[src/hw/rtl/sfd_pkg.sv]
// Shared types and constants for the serial frame deframer with CRC-16 check.
// No dependencies.
package sfd_pkg;

    localparam int unsigned MAX_PAD_BYTES = 4;
    localparam int unsigned PAD_CAP_INT   = (MAX_PAD_BYTES < 4) ? MAX_PAD_BYTES : 4;
    localparam logic [2:0]  PAD_CAP       = 3'(PAD_CAP_INT);

    localparam logic [15:0] CRC_POLY      = 16'h1021;

    localparam logic [2:0] CFG_PAD_LENGTH    = 3'd0;
    localparam logic [2:0] CFG_PAD_PATTERN   = 3'd1;
    localparam logic [2:0] CFG_HEADER_LENGTH = 3'd2;
    localparam logic [2:0] CFG_CHECK_LENGTH  = 3'd3;
    localparam logic [2:0] CFG_EOH_BYTE      = 3'd4;
    localparam logic [2:0] CFG_EOP_BYTE      = 3'd5;

    typedef enum logic [2:0] {
        PH_SEARCH  = 3'd0,
        PH_HEADER  = 3'd1,
        PH_EOH     = 3'd2,
        PH_PAYLOAD = 3'd3,
        PH_EOP     = 3'd4,
        PH_CHECK   = 3'd5
    } t_phase;

    typedef enum logic [2:0] {
        KIND_DROP    = 3'd0,
        KIND_PAD     = 3'd1,
        KIND_HEADER  = 3'd2,
        KIND_EOH     = 3'd3,
        KIND_PAYLOAD = 3'd4,
        KIND_EOP     = 3'd5,
        KIND_CHECK   = 3'd6
    } t_kind;

endpackage

[src/hw/rtl/serial_frame_deframer_crc16.sv]
// An accepted byte is held in the input register and then moves to the result register,
// from which it is shown as a result; a stall on i_out_ready can hold it in between.
// Throughput: one byte per cycle; input register and result register each let
// a transfer through while the next one is taken, so stalls only come from i_out_ready.
// Reset (synchronous, active low): phase to padding search, counters and CRC to
// zero, configuration to its defaults, both pipeline registers empty. Depends on sfd_pkg.
module serial_frame_deframer_crc16 (
    input  logic        i_clk,
    input  logic        i_rst_n,
    input  logic        i_in_valid,
    output logic        o_in_ready,
    input  logic [7:0]  i_rx_byte,
    output logic        o_out_valid,
    input  logic        i_out_ready,
    output logic [7:0]  o_byte_out,
    output logic [2:0]  o_byte_kind,
    output logic        o_frame_done,
    output logic        o_frame_good,
    output logic        o_frame_abort,
    input  logic        i_cfg_valid,
    output logic        o_cfg_ready,
    input  logic [2:0]  i_cfg_index,
    input  logic [31:0] i_cfg_data
);
    import sfd_pkg::*;

    function automatic logic [15:0] f_crc_add(input logic [15:0] crc, input logic [7:0] b);
        logic [15:0] c;
        c = crc ^ {b, 8'h00};
        for (int i = 0; i < 8; i++) begin
            if (c[15]) begin
                c = {c[14:0], 1'b0} ^ CRC_POLY;
            end else begin
                c = {c[14:0], 1'b0};
            end
        end
        return c;
    endfunction

    function automatic logic [2:0] f_clamp(input logic [2:0] v, input logic [2:0] hi);
        logic [2:0] r;
        r = v;
        if (v == 3'd0) begin
            r = 3'd1;
        end else if (v > hi) begin
            r = hi;
        end
        return r;
    endfunction

    // configuration
    logic [2:0]  r_pad_length;
    logic [31:0] r_pad_pattern;
    logic [2:0]  r_header_length;
    logic [2:0]  r_check_length;
    logic [7:0]  r_eoh_byte;
    logic [7:0]  r_eop_byte;

    // frame state
    t_phase      r_phase, n_phase;
    logic [2:0]  r_pad_count, n_pad_count;
    logic [2:0]  r_header_count, n_header_count;
    logic [7:0]  r_payload_length, n_payload_length;
    logic [7:0]  r_payload_count, n_payload_count;
    logic [2:0]  r_check_count, n_check_count;
    logic [15:0] r_crc, n_crc;

    // pipeline
    logic        r_in_valid;
    logic [7:0]  r_in_byte;
    logic        r_out_valid;
    logic [7:0]  r_out_byte;
    t_kind       r_out_kind, n_kind;
    logic        r_out_done, n_done;
    logic        r_out_good, n_good;
    logic        r_out_abort, n_abort;

    logic        w_advance;
    logic        w_fire;
    logic [2:0]  w_plen, w_hlen, w_clen;
    logic [3:0]  w_over;
    logic [7:0]  w_want;
    logic [15:0] w_crc_add;
    logic [2:0]  w_pc_inc, w_hc_inc, w_cc_inc;
    logic [7:0]  w_pay_inc;

    assign o_cfg_ready = 1'b1;
    assign w_advance   = !r_out_valid || i_out_ready;
    assign w_fire      = r_in_valid && w_advance;
    assign o_in_ready  = !r_in_valid || w_advance;

    always_ff @(posedge i_clk) begin
        if (!i_rst_n) begin
            r_pad_length    <= 3'd2;
            r_pad_pattern   <= 32'd0;
            r_header_length <= 3'd2;
            r_check_length  <= 3'd2;
            r_eoh_byte      <= 8'd0;
            r_eop_byte      <= 8'd0;
        end else if (i_cfg_valid) begin
            case (i_cfg_index)
                CFG_PAD_LENGTH:    r_pad_length    <= i_cfg_data[2:0];
                CFG_PAD_PATTERN:   r_pad_pattern   <= i_cfg_data;
                CFG_HEADER_LENGTH: r_header_length <= i_cfg_data[2:0];
                CFG_CHECK_LENGTH:  r_check_length  <= i_cfg_data[2:0];
                CFG_EOH_BYTE:      r_eoh_byte      <= i_cfg_data[7:0];
                CFG_EOP_BYTE:      r_eop_byte      <= i_cfg_data[7:0];
                default: ;
            endcase
        end
    end

    assign w_plen    = f_clamp(r_pad_length, PAD_CAP);
    assign w_hlen    = f_clamp(r_header_length, 3'd4);
    assign w_clen    = f_clamp(r_check_length, 3'd4);
    assign w_over    = {1'b0, w_plen} + {1'b0, w_hlen} + {1'b0, w_clen} + 4'd2;
    assign w_want    = r_pad_pattern[{r_pad_count[1:0], 3'b000} +: 8];
    assign w_crc_add = f_crc_add(r_crc, r_in_byte);
    assign w_pc_inc  = r_pad_count + 3'd1;
    assign w_hc_inc  = r_header_count + 3'd1;
    assign w_cc_inc  = r_check_count + 3'd1;
    assign w_pay_inc = r_payload_count + 8'd1;

    always_comb begin
        logic restart;
        restart          = 1'b0;
        n_phase          = r_phase;
        n_pad_count      = r_pad_count;
        n_header_count   = r_header_count;
        n_payload_length = r_payload_length;
        n_payload_count  = r_payload_count;
        n_check_count    = r_check_count;
        n_crc            = r_crc;
        n_kind           = KIND_DROP;
        n_done           = 1'b0;
        n_good           = 1'b0;
        n_abort          = 1'b0;

        case (r_phase)
            PH_SEARCH: begin
                if (r_in_byte == w_want) begin
                    n_kind = KIND_PAD;
                    n_crc  = w_crc_add;
                    if (w_pc_inc >= w_plen) begin
                        n_pad_count = 3'd0;
                        n_phase     = PH_HEADER;
                    end else begin
                        n_pad_count = w_pc_inc;
                    end
                end else begin
                    n_abort = (r_pad_count != 3'd0);
                    restart = 1'b1;
                end
            end
            PH_HEADER: begin
                if (w_hc_inc >= w_hlen) begin
                    n_kind         = KIND_HEADER;
                    n_crc          = w_crc_add;
                    n_header_count = 3'd0;
                    n_phase        = PH_EOH;
                end else if (r_in_byte <= {4'd0, w_over}) begin
                    n_abort = 1'b1;
                    restart = 1'b1;
                end else begin
                    n_kind           = KIND_HEADER;
                    n_crc            = w_crc_add;
                    n_header_count   = w_hc_inc;
                    n_payload_length = r_in_byte - {4'd0, w_over};
                end
            end
            PH_EOH: begin
                if (r_in_byte == r_eoh_byte) begin
                    n_kind          = KIND_EOH;
                    n_crc           = w_crc_add;
                    n_payload_count = 8'd0;
                    n_phase         = PH_PAYLOAD;
                end else begin
                    n_abort = 1'b1;
                    restart = 1'b1;
                end
            end
            PH_PAYLOAD: begin
                n_kind = KIND_PAYLOAD;
                n_crc  = w_crc_add;
                if (w_pay_inc >= r_payload_length) begin
                    n_payload_count = 8'd0;
                    n_phase         = PH_EOP;
                end else begin
                    n_payload_count = w_pay_inc;
                end
            end
            PH_EOP: begin
                if (r_in_byte == r_eop_byte) begin
                    n_kind        = KIND_EOP;
                    n_crc         = w_crc_add;
                    n_check_count = 3'd0;
                    n_phase       = PH_CHECK;
                end else begin
                    n_abort = 1'b1;
                    restart = 1'b1;
                end
            end
            PH_CHECK: begin
                n_kind        = KIND_CHECK;
                n_crc         = w_crc_add;
                n_check_count = w_cc_inc;
                if (w_cc_inc >= w_clen) begin
                    n_done  = 1'b1;
                    n_good  = (w_crc_add == 16'd0);
                    restart = 1'b1;
                end
            end
            default: begin
                restart = 1'b1;
            end
        endcase

        if (restart) begin
            n_phase         = PH_SEARCH;
            n_pad_count     = 3'd0;
            n_header_count  = 3'd0;
            n_payload_count = 8'd0;
            n_check_count   = 3'd0;
            n_crc           = 16'd0;
        end
    end

    always_ff @(posedge i_clk) begin
        if (!i_rst_n) begin
            r_phase          <= PH_SEARCH;
            r_pad_count      <= 3'd0;
            r_header_count   <= 3'd0;
            r_payload_length <= 8'd0;
            r_payload_count  <= 8'd0;
            r_check_count    <= 3'd0;
            r_crc            <= 16'd0;
        end else if (w_fire) begin
            r_phase          <= n_phase;
            r_pad_count      <= n_pad_count;
            r_header_count   <= n_header_count;
            r_payload_length <= n_payload_length;
            r_payload_count  <= n_payload_count;
            r_check_count    <= n_check_count;
            r_crc            <= n_crc;
        end
    end

    always_ff @(posedge i_clk) begin
        if (!i_rst_n) begin
            r_in_valid <= 1'b0;
        end else if (i_in_valid && o_in_ready) begin
            r_in_valid <= 1'b1;
        end else if (w_advance) begin
            r_in_valid <= 1'b0;
        end
    end

    always_ff @(posedge i_clk) begin
        if (i_in_valid && o_in_ready) begin
            r_in_byte <= i_rx_byte;
        end
    end

    always_ff @(posedge i_clk) begin
        if (!i_rst_n) begin
            r_out_valid <= 1'b0;
        end else if (w_fire) begin
            r_out_valid <= 1'b1;
        end else if (i_out_ready) begin
            r_out_valid <= 1'b0;
        end
    end

    always_ff @(posedge i_clk) begin
        if (w_fire) begin
            r_out_byte  <= r_in_byte;
            r_out_kind  <= n_kind;
            r_out_done  <= n_done;
            r_out_good  <= n_good;
            r_out_abort <= n_abort;
        end
    end

    assign o_out_valid   = r_out_valid;
    assign o_byte_out    = r_out_byte;
    assign o_byte_kind   = r_out_kind;
    assign o_frame_done  = r_out_done;
    assign o_frame_good  = r_out_good;
    assign o_frame_abort = r_out_abort;

endmodule

[config.mk]
export PLATFORM = sky130hd
export DESIGN_NAME = serial_frame_deframer_crc16
export DESIGN_NICKNAME = d
export VERILOG_FILES = /design/src/hw/rtl/sfd_pkg.sv /design/src/hw/rtl/serial_frame_deframer_crc16.sv
export SDC_FILE = /design/constraint.sdc
export NUM_CORES = 1
export LEC_CHECK = 0
export ABC_AREA = 1
export BUFFER_PORTS_ARGS = -buffer_cell sky130_fd_sc_hd__buf_4
export CAP_MARGIN = 20
export CORE_MARGIN = 3
export CORE_UTILIZATION = 55
export DETAILED_ROUTE_END_ITERATION = 8
export PLACE_DENSITY = 0.85
export SYNTH_ARGS = -nofsm -noshare
export SYNTH_HDL_FRONTEND = slang
export SYNTH_SLANG_ARGS = --single-unit
[constraint.sdc]
create_clock -name i_clk -period 4.55 [get_ports i_clk]
set_input_delay 0.455 -clock i_clk [delete_from_list [all_inputs] [get_ports i_clk]]
set_output_delay 0.455 -clock i_clk [all_outputs]
set_load 0.02 [all_outputs]
# == Word level (Yosys, flattened, before mapping) ==
# Cells that the tools add are included.
# totals
register_bits,125
in_bits,48
out_inout_bits,17
wordCells,170
# classes
addsub,8
magnitude_cmp,8
eq_ne,21
shifts,1
muxes,63
bitwise,11
n_reduce_logical,37
# ops
operator,n
$mux 13,8
$mux 16,6
$pmux 16 s5,1
$mux 3,24
$shiftx 32x6->8,1
$eq 8x8->1,3
$mux 8,3
$not 3->3,8
$ne 3x3->1 const B,6
$pmux 3 s6,1
$logic_not 16->1,1
$pmux 8 s2,1
$xor 16x16->16,1
$logic_not 3->1,5
$pmux 3 s5,1
$reduce_and 2->1,7
$eq 3x2->1 const B,4
$eq 3x3->1 const B,4
$mux 1,12
$reduce_and 3->1,4
$reduce_bool 6->1,2
$reduce_bool 2->1,5
$add 3x1->3 const B,3
$ge 3x3->1,3
24 further kinds,35

# == Logic depth before layout (Yosys ltp) ==
# Gate-level depths: netlist (run 1).
# logic_depth
depth_word,21
depth_mapped,24
depth_no_buf,24

# == Worst setup path after synthesis (run 1) ==
# Ideal clock, no wire load.
# synth_timing
kind,register to register
startpoint,register r_check_length[2]
endpoint,register r_phase[0]
setup_ns,0.110
arrival_time_ns,3.046
t_required_ns,4.440
path_slack_ns,1.394
stages_incl_launch_ff,21
n_path_buf,1
synth_period_minus_slack_ns,3.156
cell_sequence,dfxtp_1 > clkbuf_1 > fa_1 > ha_1 > a21oi_1 > o21ai_0 > xnor2_1 > ha_1 > nand2_1 > nor2_1 > nor2_1 > nand2_1 > nand2_1 > nand3_1 > nand3_2 > nor2_8 > nand4_1 > nand3_1 > nand2_1 > inv_1 > nor2_1
# synth_via
elab_chain_cells,11
word_cells_on_any_way,21
classes_between,add/sub (2); order compare (3); eq/ne (6); mux (7); reduce/logical (3)
# synth_lines
element,line,text
start: declaration,serial_frame_deframer_crc16.sv:55,logic [2:0] r_check_length;
start signal: assignment,serial_frame_deframer_crc16.sv:105,CFG_CHECK_LENGTH: r_check_length <= i_cfg_data[2:0];
$gt 3x3->1,serial_frame_deframer_crc16.sv:45,end else if (v > hi) begin
$mux 3,serial_frame_deframer_crc16.sv:45,
$mux 3 *,serial_frame_deframer_crc16.sv:43,if (v == 3'd0) begin
$add 4x3->4,serial_frame_deframer_crc16.sv:116,"assign w_over = {1'b0, w_plen} + {1'b0, w_hlen} + {1'b0, w_clen} + 4'd2;"
$add 4x2->4,serial_frame_deframer_crc16.sv:116,
$le 8x4->1,serial_frame_deframer_crc16.sv:161,"end else if (r_in_byte <= {4'd0, w_over}) begin"
$mux 1,serial_frame_deframer_crc16.sv:161,
$mux 1,serial_frame_deframer_crc16.sv:156,if (w_hc_inc >= w_hlen) begin
$pmux 1 s6 *,serial_frame_deframer_crc16.sv:139,case (r_phase)
$reduce_bool 6->1 (no source line) or $ne 3x3->1 (tied branches),-,
$reduce_and 8->1 (no source line),-,
end signal: assignment,serial_frame_deframer_crc16.sv:238,r_phase <= n_phase;
end: declaration,serial_frame_deframer_crc16.sv:60,"t_phase r_phase, n_phase;"
# Mark *: on every way between the ends. The rest lies on a longest branch, timed or not.
# A chain may end at the register's enable or synchronous reset.

# == Worst setup path after layout (run 1) ==
# layout_timing
startpoint,register r_pad_length[1]
endpoint,register r_header_count[0]
# layout_via
elab_chain_cells,12
word_cells_on_any_way,15
classes_between,add/sub (3); order compare (2); eq/ne (1); mux (6); reduce/logical (3)
# layout_lines
element,line,text
start: declaration,serial_frame_deframer_crc16.sv:52,logic [2:0] r_pad_length;
start signal: assignment,serial_frame_deframer_crc16.sv:102,CFG_PAD_LENGTH: r_pad_length <= i_cfg_data[2:0];
$gt 3x3->1,serial_frame_deframer_crc16.sv:45,
$mux 3,serial_frame_deframer_crc16.sv:45,
$mux 3 *,serial_frame_deframer_crc16.sv:43,
$add 3x3->4 *,serial_frame_deframer_crc16.sv:116,
$add 4x3->4 *,serial_frame_deframer_crc16.sv:116,
$add 4x2->4 *,serial_frame_deframer_crc16.sv:116,
$le 8x4->1 *,serial_frame_deframer_crc16.sv:161,
$mux 1,serial_frame_deframer_crc16.sv:161,
$mux 1,serial_frame_deframer_crc16.sv:156,
$pmux 1 s6,serial_frame_deframer_crc16.sv:139,
$ne 3x2->1 (no source line) or $reduce_bool 2->1 (tied branches),-,
$reduce_and 3->1 (no source line),-,
end signal: assignment,serial_frame_deframer_crc16.sv:240,r_header_count <= n_header_count;
end: declaration,serial_frame_deframer_crc16.sv:62,"logic [2:0] r_header_count, n_header_count;"
# Marks and branches as above.

==> results.ini, run 1 <==
[clock_network]
cts_sinks=125
worst_skew_pair.late_latency_ps=420
cts.htree.levels=4
cts_inserted_buffers=17
cts.repair_timing.setup_buffer_count=0
cts_root_buf=sky130_fd_sc_hd__clkbuf_16
clkTransAtPathRegs_ps=60
cts_repair_resize_count=0
cts_tree=built
cts_hold_repair.buffers=0
clock_tree.buffer_depth=2

[timing]
finalClockSkew_ps=8.45
fmaxAchievable_mhz=270
grt_setup_unrepaired=no
setup-tns-final_ps=0
slew-limit-headroom_pct=36.4
setup-violations-final=0
share_of_the_clock_period_used_by_the_worst_path_pct=81.4
worst-slew-pin-transition_ps=952
drv_slew=0
period_minus_slack_ps=3710
hold_viol_final=0

[power_and_ir_drop]
fin_total_pwr_mw=3.01
power_per_cell_area_nw_per_um2=389
share_clk_of_total_power_pct=43.7
combinationalPowerShare_pct=15.7
netSwitchingFraction_pct=28.3
leakage_nw=3.47
power.sequential.fraction_pct=40.6
ir_drop_mv=0.640
p_sw_mw=0.850
power_report.internal_total_mw=2.16

[synthesis]
synth.cell_area_um2=6690
synthDominantAreaCellType=sky130_fd_sc_hd__dfxtp_1
post_synth_main_area_contributors=sky130_fd_sc_hd__dfxtp_1, sky130_fd_sc_hd__edfxtp_1, sky130_fd_sc_hd__nand2_1
postSynth.topFlopCell=sky130_fd_sc_hd__dfxtp_1
postSynthCellCount=884
post_synth_num_cell_types=43
synth_edf_count=22
synth.ff_latch_count=125
netlist_top_cells_count=sky130_fd_sc_hd__nand2_1, sky130_fd_sc_hd__nor2_1, sky130_fd_sc_hd__dfxtp_1, sky130_fd_sc_hd__inv_1, sky130_fd_sc_hd__o21ai_0
synth_fp_nets=965
yosysMostFrequentCell=sky130_fd_sc_hd__nand2_1
synthesis.yosys.warnings=0
synth.yosys.seq_area_share_pct=40.7
synth_top_area_share_pct=30.8
asyncSetResetFlopFracSynth_pct=0
post_synth.cell_area_avg_um2=7.57

[detailed_routing]
post_drt_via_cell_ratio=5.43
detailroute.via_count=5903
drc_errors=0
route.antenna.remaining_nets=0
routed_wl_um=15700
dr.first_iter.drc_count=452
first_pass_iters=5
detail_route.wl_per_cell_um=14.4

[worst_setup_path]
cp_data_required_time_ps=4860
r2r_cells=22
timing.critical_path.from_type=register
cp_max_delay_cell=sky130_fd_sc_hd__fa_1
cp.arrival_ps=4020
crit_path_max_fanout=12
startpoint_of_the_most_critical_setup_path=r_pad_length[1]
worstPathCellList=a21oi_1, fa_1, ha_1, nand2_1, o21ai_0, xnor2_1, ha_1, nand2_1, nor2_1, nor2_1, nand2_1, nand2_1, nand3_1, nand3_2, nor2_8, nand2_4, clkinv_2, nand2_1, nand2_1, inv_1, nor2_1, nor2_1
timing_worst_setup_path_type=reg -> reg
rr_startpoint=r_pad_length[1]
critPathMaxStageDelay_ps=460
cp-end-kind=register
critical-path-top-cell-by-count=sky130_fd_sc_hd__nand2_1

[floorplanning]
die-height_um=116
initial_utilization_pct=57.4
design.portCount=65
rows=39
dieArea_um2=13500
placeableCoreArea_um2=11700
dieWidth_um=116

[global_routing]
grt_pass1_wl_um=26100
overflow=0
number_of_global_route_vias_before_repair=5532
antenna_found_initial=0
grt_max_degree=76
grt_util_all_layers_pct=24.5

[placed_design]
dp.cells=1056
port_buffers=63
hpwlAfterDp_um=10900
detailed_place.area_um2=7150
gp_routability_congestion=0.932

[cells_and_area]
antenna_cells=0
final_cells=1088
final_cell_area_um2=7720
multiInputGateArea_um2=3420
final_layout_size_suffix_gt1_share_pct=13.0
flow.area_growth_from_synthesis_pct=15.4
fill_cells=975
seqCellArea_um2=2720
final_nets=1013

[min_path]
hold_path_class=in -> reg
hold_path_startpoint=i_rx_byte[4]
min_path_cells=1

[run]
cap_viol_max_count=0

[status]
result_of_the_run=finished, final reports clean

==> worst max-delay path: cells and delay by family (launching register included) <==
kind / cells / cell delay [ps]
AND/OR/NAND/NOR: 14 / 1380
adder cells (fa/ha/maj): 3 / 1100
flip-flops: 1 / 390
AO/OA/AOI/OAI: 2 / 370
buffers and inverters: 2 / 250
XOR/XNOR: 1 / 100
==> routing by layer <==
metal,vias to the layer above,share of wire (%),global-route usage [%]
met5,-,0,0
met4,0,2.4,9.13
met3,33,6.4,6.22
met2,208,49,40.8
met1,2684,42,30.8
li1,2978,-,-
==> cell type report <==
cell class	instances	area share [%]
Inverter	90	4.46
Timing Repair Buffer	65	6.32
Sequential cell	125	35.3
Clock inverter	14	1.83
Clock buffer	18	5.56
Tap cell	143	2.32
Multi-Input combinational cell	633	44.3
==> cell usage in the layout (no fill, tap or decap), drive strengths merged <==
cell type / Yosys / final
nand3b: 3 / 3
edfxtp: 22 / 22
dfxtp: 103 / 103
nand4: 20 / 20
nor4: 3 / 3
nand2: 167 / 167
bufinv: 0 / 2
xnor2: 26 / 26
o21bai: 1 / 1
clkbuf: 22 / 18
o21ai: 91 / 91
clkinv: 1 / 8
fa: 4 / 4
a21oi: 51 / 51
or2: 1 / 1
a221oi: 1 / 1
inv: 89 / 92
o211ai: 4 / 4
xor2: 24 / 24
conb: 1 / 1
a211oi: 1 / 1
nor3: 5 / 5
ha: 29 / 29
and3: 1 / 1
o2111ai: 1 / 1
and2: 1 / 1
buf: 14 / 65
clkinvlp: 0 / 2
nand3: 48 / 48
nor2: 150 / 150
==> registers in the layout, indices dropped and copies added (netlist names), 8 cells and up <==
register and cells:
r_eoh_byte 8, r_pad_pattern 32, r_crc 16, o_byte_out 8, r_in_byte 8, r_eop_byte 8, r_payload_count 8, r_payload_length 8
==> cell families (layout without fill, tap and decap cells) <==
family | after synthesis | count (layout) | synth area share, %
AND/OR/NAND/NOR | 399 | 399 | 26.2
other | 1 | 1 | 0.0561
buffers and inverters | 126 | 187 | 8.21
adder cells (fa/ha/maj) | 33 | 33 | 6.62
AO/OA/AOI/OAI | 150 | 150 | 11.6
flip-flops | 125 | 125 | 40.7
XOR/XNOR | 50 | 50 | 6.66
==> per-stage QoR <==
step	utilization, %	setup WS, ps	hold slack [ps]
finish	66.2	845	207
global route	66.2	495	191
CTS	66.2	917	198
detailed placement	61.3	960	457
global placement	61.3	1130	449
floorplan	-	1390	421
==> worst paths after layout <==
kind / slack (ps) / to
max: 840 / r_header_count[0]
min: 210 / r_in_byte[4]
max reg2reg: 840 / r_header_count[0]
min reg2reg: 460 / r_pad_length[0]
==> power by group through the flow <==
stage	clock (mW)	sequential (mW)	combinational [mW]
6_report	1.31	1.22	0.471
5_1_grt	1.38	1.23	0.534
4_1_cts	1.32	1.22	0.468
3_5_place_dp	0	1.24	0.461
3_3_place_gp	0	1.24	0.454
2_1_floorplan	0	1.23	0.353
(Power assumes the default switching activity.)
==> run 2: changes to the inputs <==
--- a/config.mk
+++ b/config.mk
@@ -9,9 +9,9 @@
 export BUFFER_PORTS_ARGS = -buffer_cell sky130_fd_sc_hd__buf_4
 export CAP_MARGIN = 20
 export CORE_MARGIN = 3
-export CORE_UTILIZATION = 55
+export CORE_UTILIZATION = 54
 export DETAILED_ROUTE_END_ITERATION = 8
-export PLACE_DENSITY = 0.85
+export PLACE_DENSITY = 0.87
 export SYNTH_ARGS = -nofsm -noshare
 export SYNTH_HDL_FRONTEND = slang
 export SYNTH_SLANG_ARGS = --single-unit
==> constraint.sdc (replaced) <==
create_clock -name i_clk -period 3.1 [get_ports i_clk]
set_input_delay 0.31 -clock i_clk [delete_from_list [all_inputs] [get_ports i_clk]]
set_output_delay 0.31 -clock i_clk [all_outputs]
set_load 0.02 [all_outputs]
==> results.ini, run 2 (synthesis results as in run 1) <==
[cells_and_area]
final_common_cell=sky130_fd_sc_hd__nand2_1
final_layout_size_suffix_gt1_share_pct=24.1
final_cells=1157
top_regs=r_pad_pattern (32), r_crc (16)
largest_register=r_pad_pattern
seqCellArea_um2=2730
largest_register_ff_count=32
flow.area_growth_from_synthesis_pct=27.3
layout_common_cells=sky130_fd_sc_hd__nand2_1, sky130_fd_sc_hd__nor2_1, sky130_fd_sc_hd__buf_4
fill_cells=830
multiInputGateArea_um2=3730
antenna_cells=0
final_nets=1057

[detailed_routing]
drc_errors=1
routed_wl_um=18800
post_drt_via_cell_ratio=5.57
first_pass_iters=8
detail_route.wl_per_cell_um=16.2
route.antenna.remaining_nets=0
detailroute.via_count=6439
dr.first_iter.drc_count=504

[worst_setup_path]
cp_num_buf_inv=1
worstReg2RegEnd=r_phase[0]
timing.critical_path.from_type=register
cp-end-kind=register
cp_data_required_time_ps=3410
worstSetupEndpoint=r_phase[0]
r2r_cells=19
startpoint_of_the_most_critical_setup_path=r_header_length[2]
critPathMaxStageDelay_ps=590
cp_max_delay_cell=sky130_fd_sc_hd__fa_1
critical-path-top-cell-by-count=sky130_fd_sc_hd__nand2_2
timing.critical_path.depth=19
crit_path_max_fanout=5
timing_worst_setup_path_type=reg -> reg
setup.reg_to_reg.worst_slack_ps=-310
timing.critical_path.max_delay_family=simple AND/OR/NAND/NOR gates
rr_startpoint=r_header_length[2]
worstPathCellList=fa_1, ha_4, a21oi_2, o21ai_2, xnor2_1, ha_1, nand2_2, nor2_4, nor2_4, nand2_2, nand2_2, nand3_2, nand3_4, nor2_8, nand4_1, nand3_2, nand2_1, inv_1, nor2_1
cp.arrival_ps=3730

[global_routing]
grt_util_all_layers_pct=25.6
grt_max_degree=75
grt_pass1_wl_um=27600
antenna_found_initial=0
number_of_global_route_vias_before_repair=5871
overflow=0

[timing]
worst-slew-pin-transition_ps=1120
fmaxAchievable_mhz=293
slew-limit-headroom_pct=25.2
period_minus_slack_ps=3410
finalClockSkew_ps=11.4
drv_slew=0
hold_viol_final=0
share_of_the_clock_period_used_by_the_worst_path_pct=110
setup-violations-final=38
setup-tns-final_ps=-8090
finalWorstSetupSlack_ps=-313
grt_setup_unrepaired=yes

[placed_design]
hpwlAfterDp_um=11100
dp.cells=1108
gp_routability_congestion=0.925
port_buffers=63

[floorplanning]
die-height_um=117
dieWidth_um=117
dieArea_um2=13800
initial_utilization_pct=55.5
placeableCoreArea_um2=12100
rows=40
design.portCount=65

[clock_network]
cts_hold_repair.buffers=0
cts_tree=built
worst_skew_pair.late_latency_ps=420
clock_tree.buffer_depth=2
cts.htree.levels=4
cts_inserted_buffers=17
clkTransAtPathRegs_ps=70
cts_root_buf=sky130_fd_sc_hd__clkbuf_16
cts_sinks=125

[power_and_ir_drop]
leakage_nw=3.75
fin_total_pwr_mw=4.88
ir_drop_mv=0.465
power_per_cell_area_nw_per_um2=573

[min_path]
hold_path_startpoint=i_rx_byte[5]
hold_path_class=in -> reg

[run]
cap_viol_max_count=0

[status]
violations=DRC, setup timing
result_of_the_run=finished, violations left

==> run 2: worst register-to-register path: cells and delay by family (launching register included) <==
family,cells,cell delay (ps)
adders and majority gates,3,1150
xor gates and xnor gates,1,130
buffers and inverters,1,70
DFF,1,350
and+or+nand+nor,12,1400
AOI/OAI and AO/OA,2,210
==> run 2: worst min-delay path by stage <==
| stage | cells after the start | endpoint | slack, ps |
|---|---|---|---|
| floorplan | 0 | r_in_byte[0] | 410 |
| global placement | 2 | r_crc[7] | 450 |
| detailed placement | 2 | r_payload_length[2] | 460 |
| CTS | 1 | r_in_byte[5] | 60 |
| global route | 1 | r_in_byte[5] | 50 |
| finish | 1 | r_in_byte[5] | 60 |
==> run 2: through the flow <==
step	instance area [µm²]	setup slack [ps]	hold slack (ps)	utilization (%)
2_1_floorplan	6700	28.2	409	-
3_3_place_gp	7420	-127	454	61.5
3_5_place_dp	7420	-262	461	61.5
4_1_cts	8230	-128	59.2	68.2
5_1_grt	8510	-439	46.0	70.6
6_report	8510	-313	61.0	70.6
==> run 2: timing repair <==
item | CTS | global route
resized for setup | 27 | 62
endpoints found under the setup margin | 37 | 46
gates cloned | 1 | 1
pin swaps | 14 | 33
buffers inserted | 10 | 8
==> run 2: per-layer routing <==
metal / global-route usage [%] / vias to the layer above / share of wire [%]
li1: - / 3065 / -
met1: 31.6 / 2928 / 38
met2: 42.2 / 363 / 49
met3: 5.60 / 83 / 7.7
met4: 12.9 / 0 / 4.7
met5: 0 / - / 0
==> run 2: final cells by class <==
| type | instances | area share (%) |
|---|---|---|
| repair buffers | 108 | 10.2 |
| well taps | 168 | 2.47 |
| clock inverters | 11 | 1.50 |
| flip-flops and latches | 125 | 32.1 |
| multi-input cells | 634 | 43.9 |
| clock buffers | 21 | 5.79 |
| inverters | 90 | 4.14 |
==> run 2: where the power goes <==
group / internal [mW] / switching [mW]
Combinational: 0.427 / 0.592
Sequential: 1.73 / 0.0631
Clock: 1.31 / 0.764
Total: 3.46 / 1.42
==> run 3: changes to the inputs <==
--- a/config.mk
+++ b/config.mk
@@ -8,8 +8,10 @@
 export ABC_AREA = 1
 export BUFFER_PORTS_ARGS = -buffer_cell sky130_fd_sc_hd__buf_4
 export CAP_MARGIN = 20
+export CELL_PAD_IN_SITES_DETAIL_PLACEMENT = 0
+export CELL_PAD_IN_SITES_GLOBAL_PLACEMENT = 1
 export CORE_MARGIN = 3
-export CORE_UTILIZATION = 54
+export CORE_UTILIZATION = 40
 export DETAILED_ROUTE_END_ITERATION = 8
 export PLACE_DENSITY = 0.87
 export SYNTH_ARGS = -nofsm -noshare
==> results.ini, run 3 (synthesis results as in run 1) <==
[status]
result_of_the_run=finished, violations left
violations=setup timing

[placed_design]
pre_cts_slack_ps=-267
dp.cells=1161
detailed_place.area_um2=7520
gp_routability_congestion=0.868
port_buffers=63
hpwlAfterDp_um=11800

[cells_and_area]
flow.area_growth_from_synthesis_pct=26.5
largest_register=r_pad_pattern
final_nets=1053
final_common_cell=sky130_fd_sc_hd__nand2_1
top_regs=r_pad_pattern (32), r_crc (16)
antenna_cells=0
post-route-util_pct=52.5
layout_common_cells=sky130_fd_sc_hd__nand2_1, sky130_fd_sc_hd__nor2_1, sky130_fd_sc_hd__buf_4
largest_register_ff_count=32
final_cell_area_um2=8460
final_cells=1201
final_layout_size_suffix_gt1_share_pct=23.2

[min_path]
hold_end=r_in_byte[5]
hold_path_startpoint=i_rx_byte[5]
min_path_cells=1
hold_path_class=in -> reg

[floorplanning]
dieWidth_um=135
dieArea_um2=18300
rows=46
die-height_um=135
design.portCount=65
placeableCoreArea_um2=16100
initial_utilization_pct=41.5

[worst_setup_path]
timing_worst_setup_path_type=reg -> reg
critical-path-top-cell-by-count=sky130_fd_sc_hd__nand2_2
cp_max_delay_cell=sky130_fd_sc_hd__fa_1
cp_data_required_time_ps=3440
cp_num_buf_inv=1
timing.critical_path.max_delay_family=adder cells
r2r_cells=19
worstReg2RegEnd=r_payload_count[2]
rr_startpoint=r_pad_length[2]
timing.critical_path.from_type=register
cp-end-kind=register
crit_path_max_fanout=8
setup.reg_to_reg.worst_slack_ps=-100
cp.arrival_ps=3550
critPathMaxStageDelay_ps=570
worstPathCellList=fa_1, ha_4, a21oi_2, o21ai_2, xnor2_1, ha_1, nand2_2, nor2_4, nor2_4, nand2_2, nand2_2, nand3_2, nand3_4, nor2_8, buf_4, nand4_4, nand2_4, nand2_1, a21oi_1

[clock_network]
cts.htree.levels=4
cts_inserted_buffers=17
cts_sinks=125
clock_tree.buffer_depth=2
clkTransAtPathRegs_ps=60
cts_tree=built
cts_hold_repair.buffers=0
cts_root_buf=sky130_fd_sc_hd__clkbuf_16
worst_skew_pair.late_latency_ps=420

[power_and_ir_drop]
power_report.internal_total_mw=3.30
share_clk_of_total_power_pct=41.6
ir_drop_mv=0.513
fin_total_pwr_mw=4.65
combinationalPowerShare_pct=20.0
netSwitchingFraction_pct=29.0
p_sw_mw=1.35
power.sequential.fraction_pct=38.4
power_per_cell_area_nw_per_um2=549
leakage_nw=3.68

[global_routing]
grt_max_degree=75
grt_util_all_layers_pct=18.7
grt_pass1_wl_um=27400
antenna_found_initial=0
number_of_global_route_vias_before_repair=5580
overflow=0

[timing]
finalWorstSetupSlack_ps=-105
worst-slew-pin-transition_ps=931
setup-violations-final=29
fmaxAchievable_mhz=312
setup-tns-final_ps=-1400
hold_viol_final=0
finalClockSkew_ps=11.8
drv_slew=0
hold_slack_ps=66.8
slew-limit-headroom_pct=37.9
grt_setup_unrepaired=yes
share_of_the_clock_period_used_by_the_worst_path_pct=103
period_minus_slack_ps=3200

[detailed_routing]
routed_wl_um=16800
detailroute.via_count=5893
dr.first_iter.drc_count=316
drc_errors=0
post_drt_via_cell_ratio=4.91
detail_route.wl_per_cell_um=14.0
route.antenna.remaining_nets=0
first_pass_iters=4

[run]
cap_viol_max_count=0

[run 3: worst max path at each step]
| stage | cells after the start | slack, ps | endpoint | startpoint |
|---|---|---|---|---|
| 6_report | 19 | -100 | r_payload_count[2] | r_pad_length[2] |
| 2_1_floorplan | 22 | 30 | r_phase[0] | r_check_length[2] |
| 4_1_cts | 18 | -160 | r_phase[1] | r_header_length[2] |
| 5_1_grt | 18 | -350 | r_phase[1] | r_pad_length[2] |
| 3_3_place_gp | 22 | -160 | r_header_count[2] | r_pad_length[2] |
| 3_5_place_dp | 20 | -270 | r_phase[1] | r_pad_length[1] |
[run 3: final cells by class]
cell class                      count  area, µm²
Clock buffer                       18        429
Clock inverter                     14        145
Fill cell                        1579       7650
Inverter                           90        353
Multi-Input combinational cell    634       3700
Sequential cell                   125       2730
Tap cell                          216        270
Timing Repair Buffer              104        831
[run 3: metal layers]
layer	up-vias	share of wire [%]	global-route usage [%]
li1	3057	-	-
met1	2673	46	24.6
met2	133	48	31.0
met3	30	4.7	4.27
met4	0	2.0	5.49
met5	-	0	0
[run 3: what timing repair did]
| action | in CTS | in global routing |
|---|---|---|
| gates resized for setup | 34 | 49 |
| hold endpoints to repair | 0 | 0 |
| setup buffers | 6 | 2 |
| pin swaps | 22 | 30 |
| endpoints found under the setup margin | 37 | 45 |
| cloned | 0 | 2 |
[run 3: power groups by stage]
stage | clock network (mW) | logic [mW] | registers (mW)
floorplan | 0 | 0.522 | 1.81
global placement | 0 | 0.764 | 1.82
detailed placement | 0 | 0.771 | 1.82
CTS | 1.96 | 0.826 | 1.78
global route | 2.02 | 1.04 | 1.79
finish | 1.93 | 0.930 | 1.79
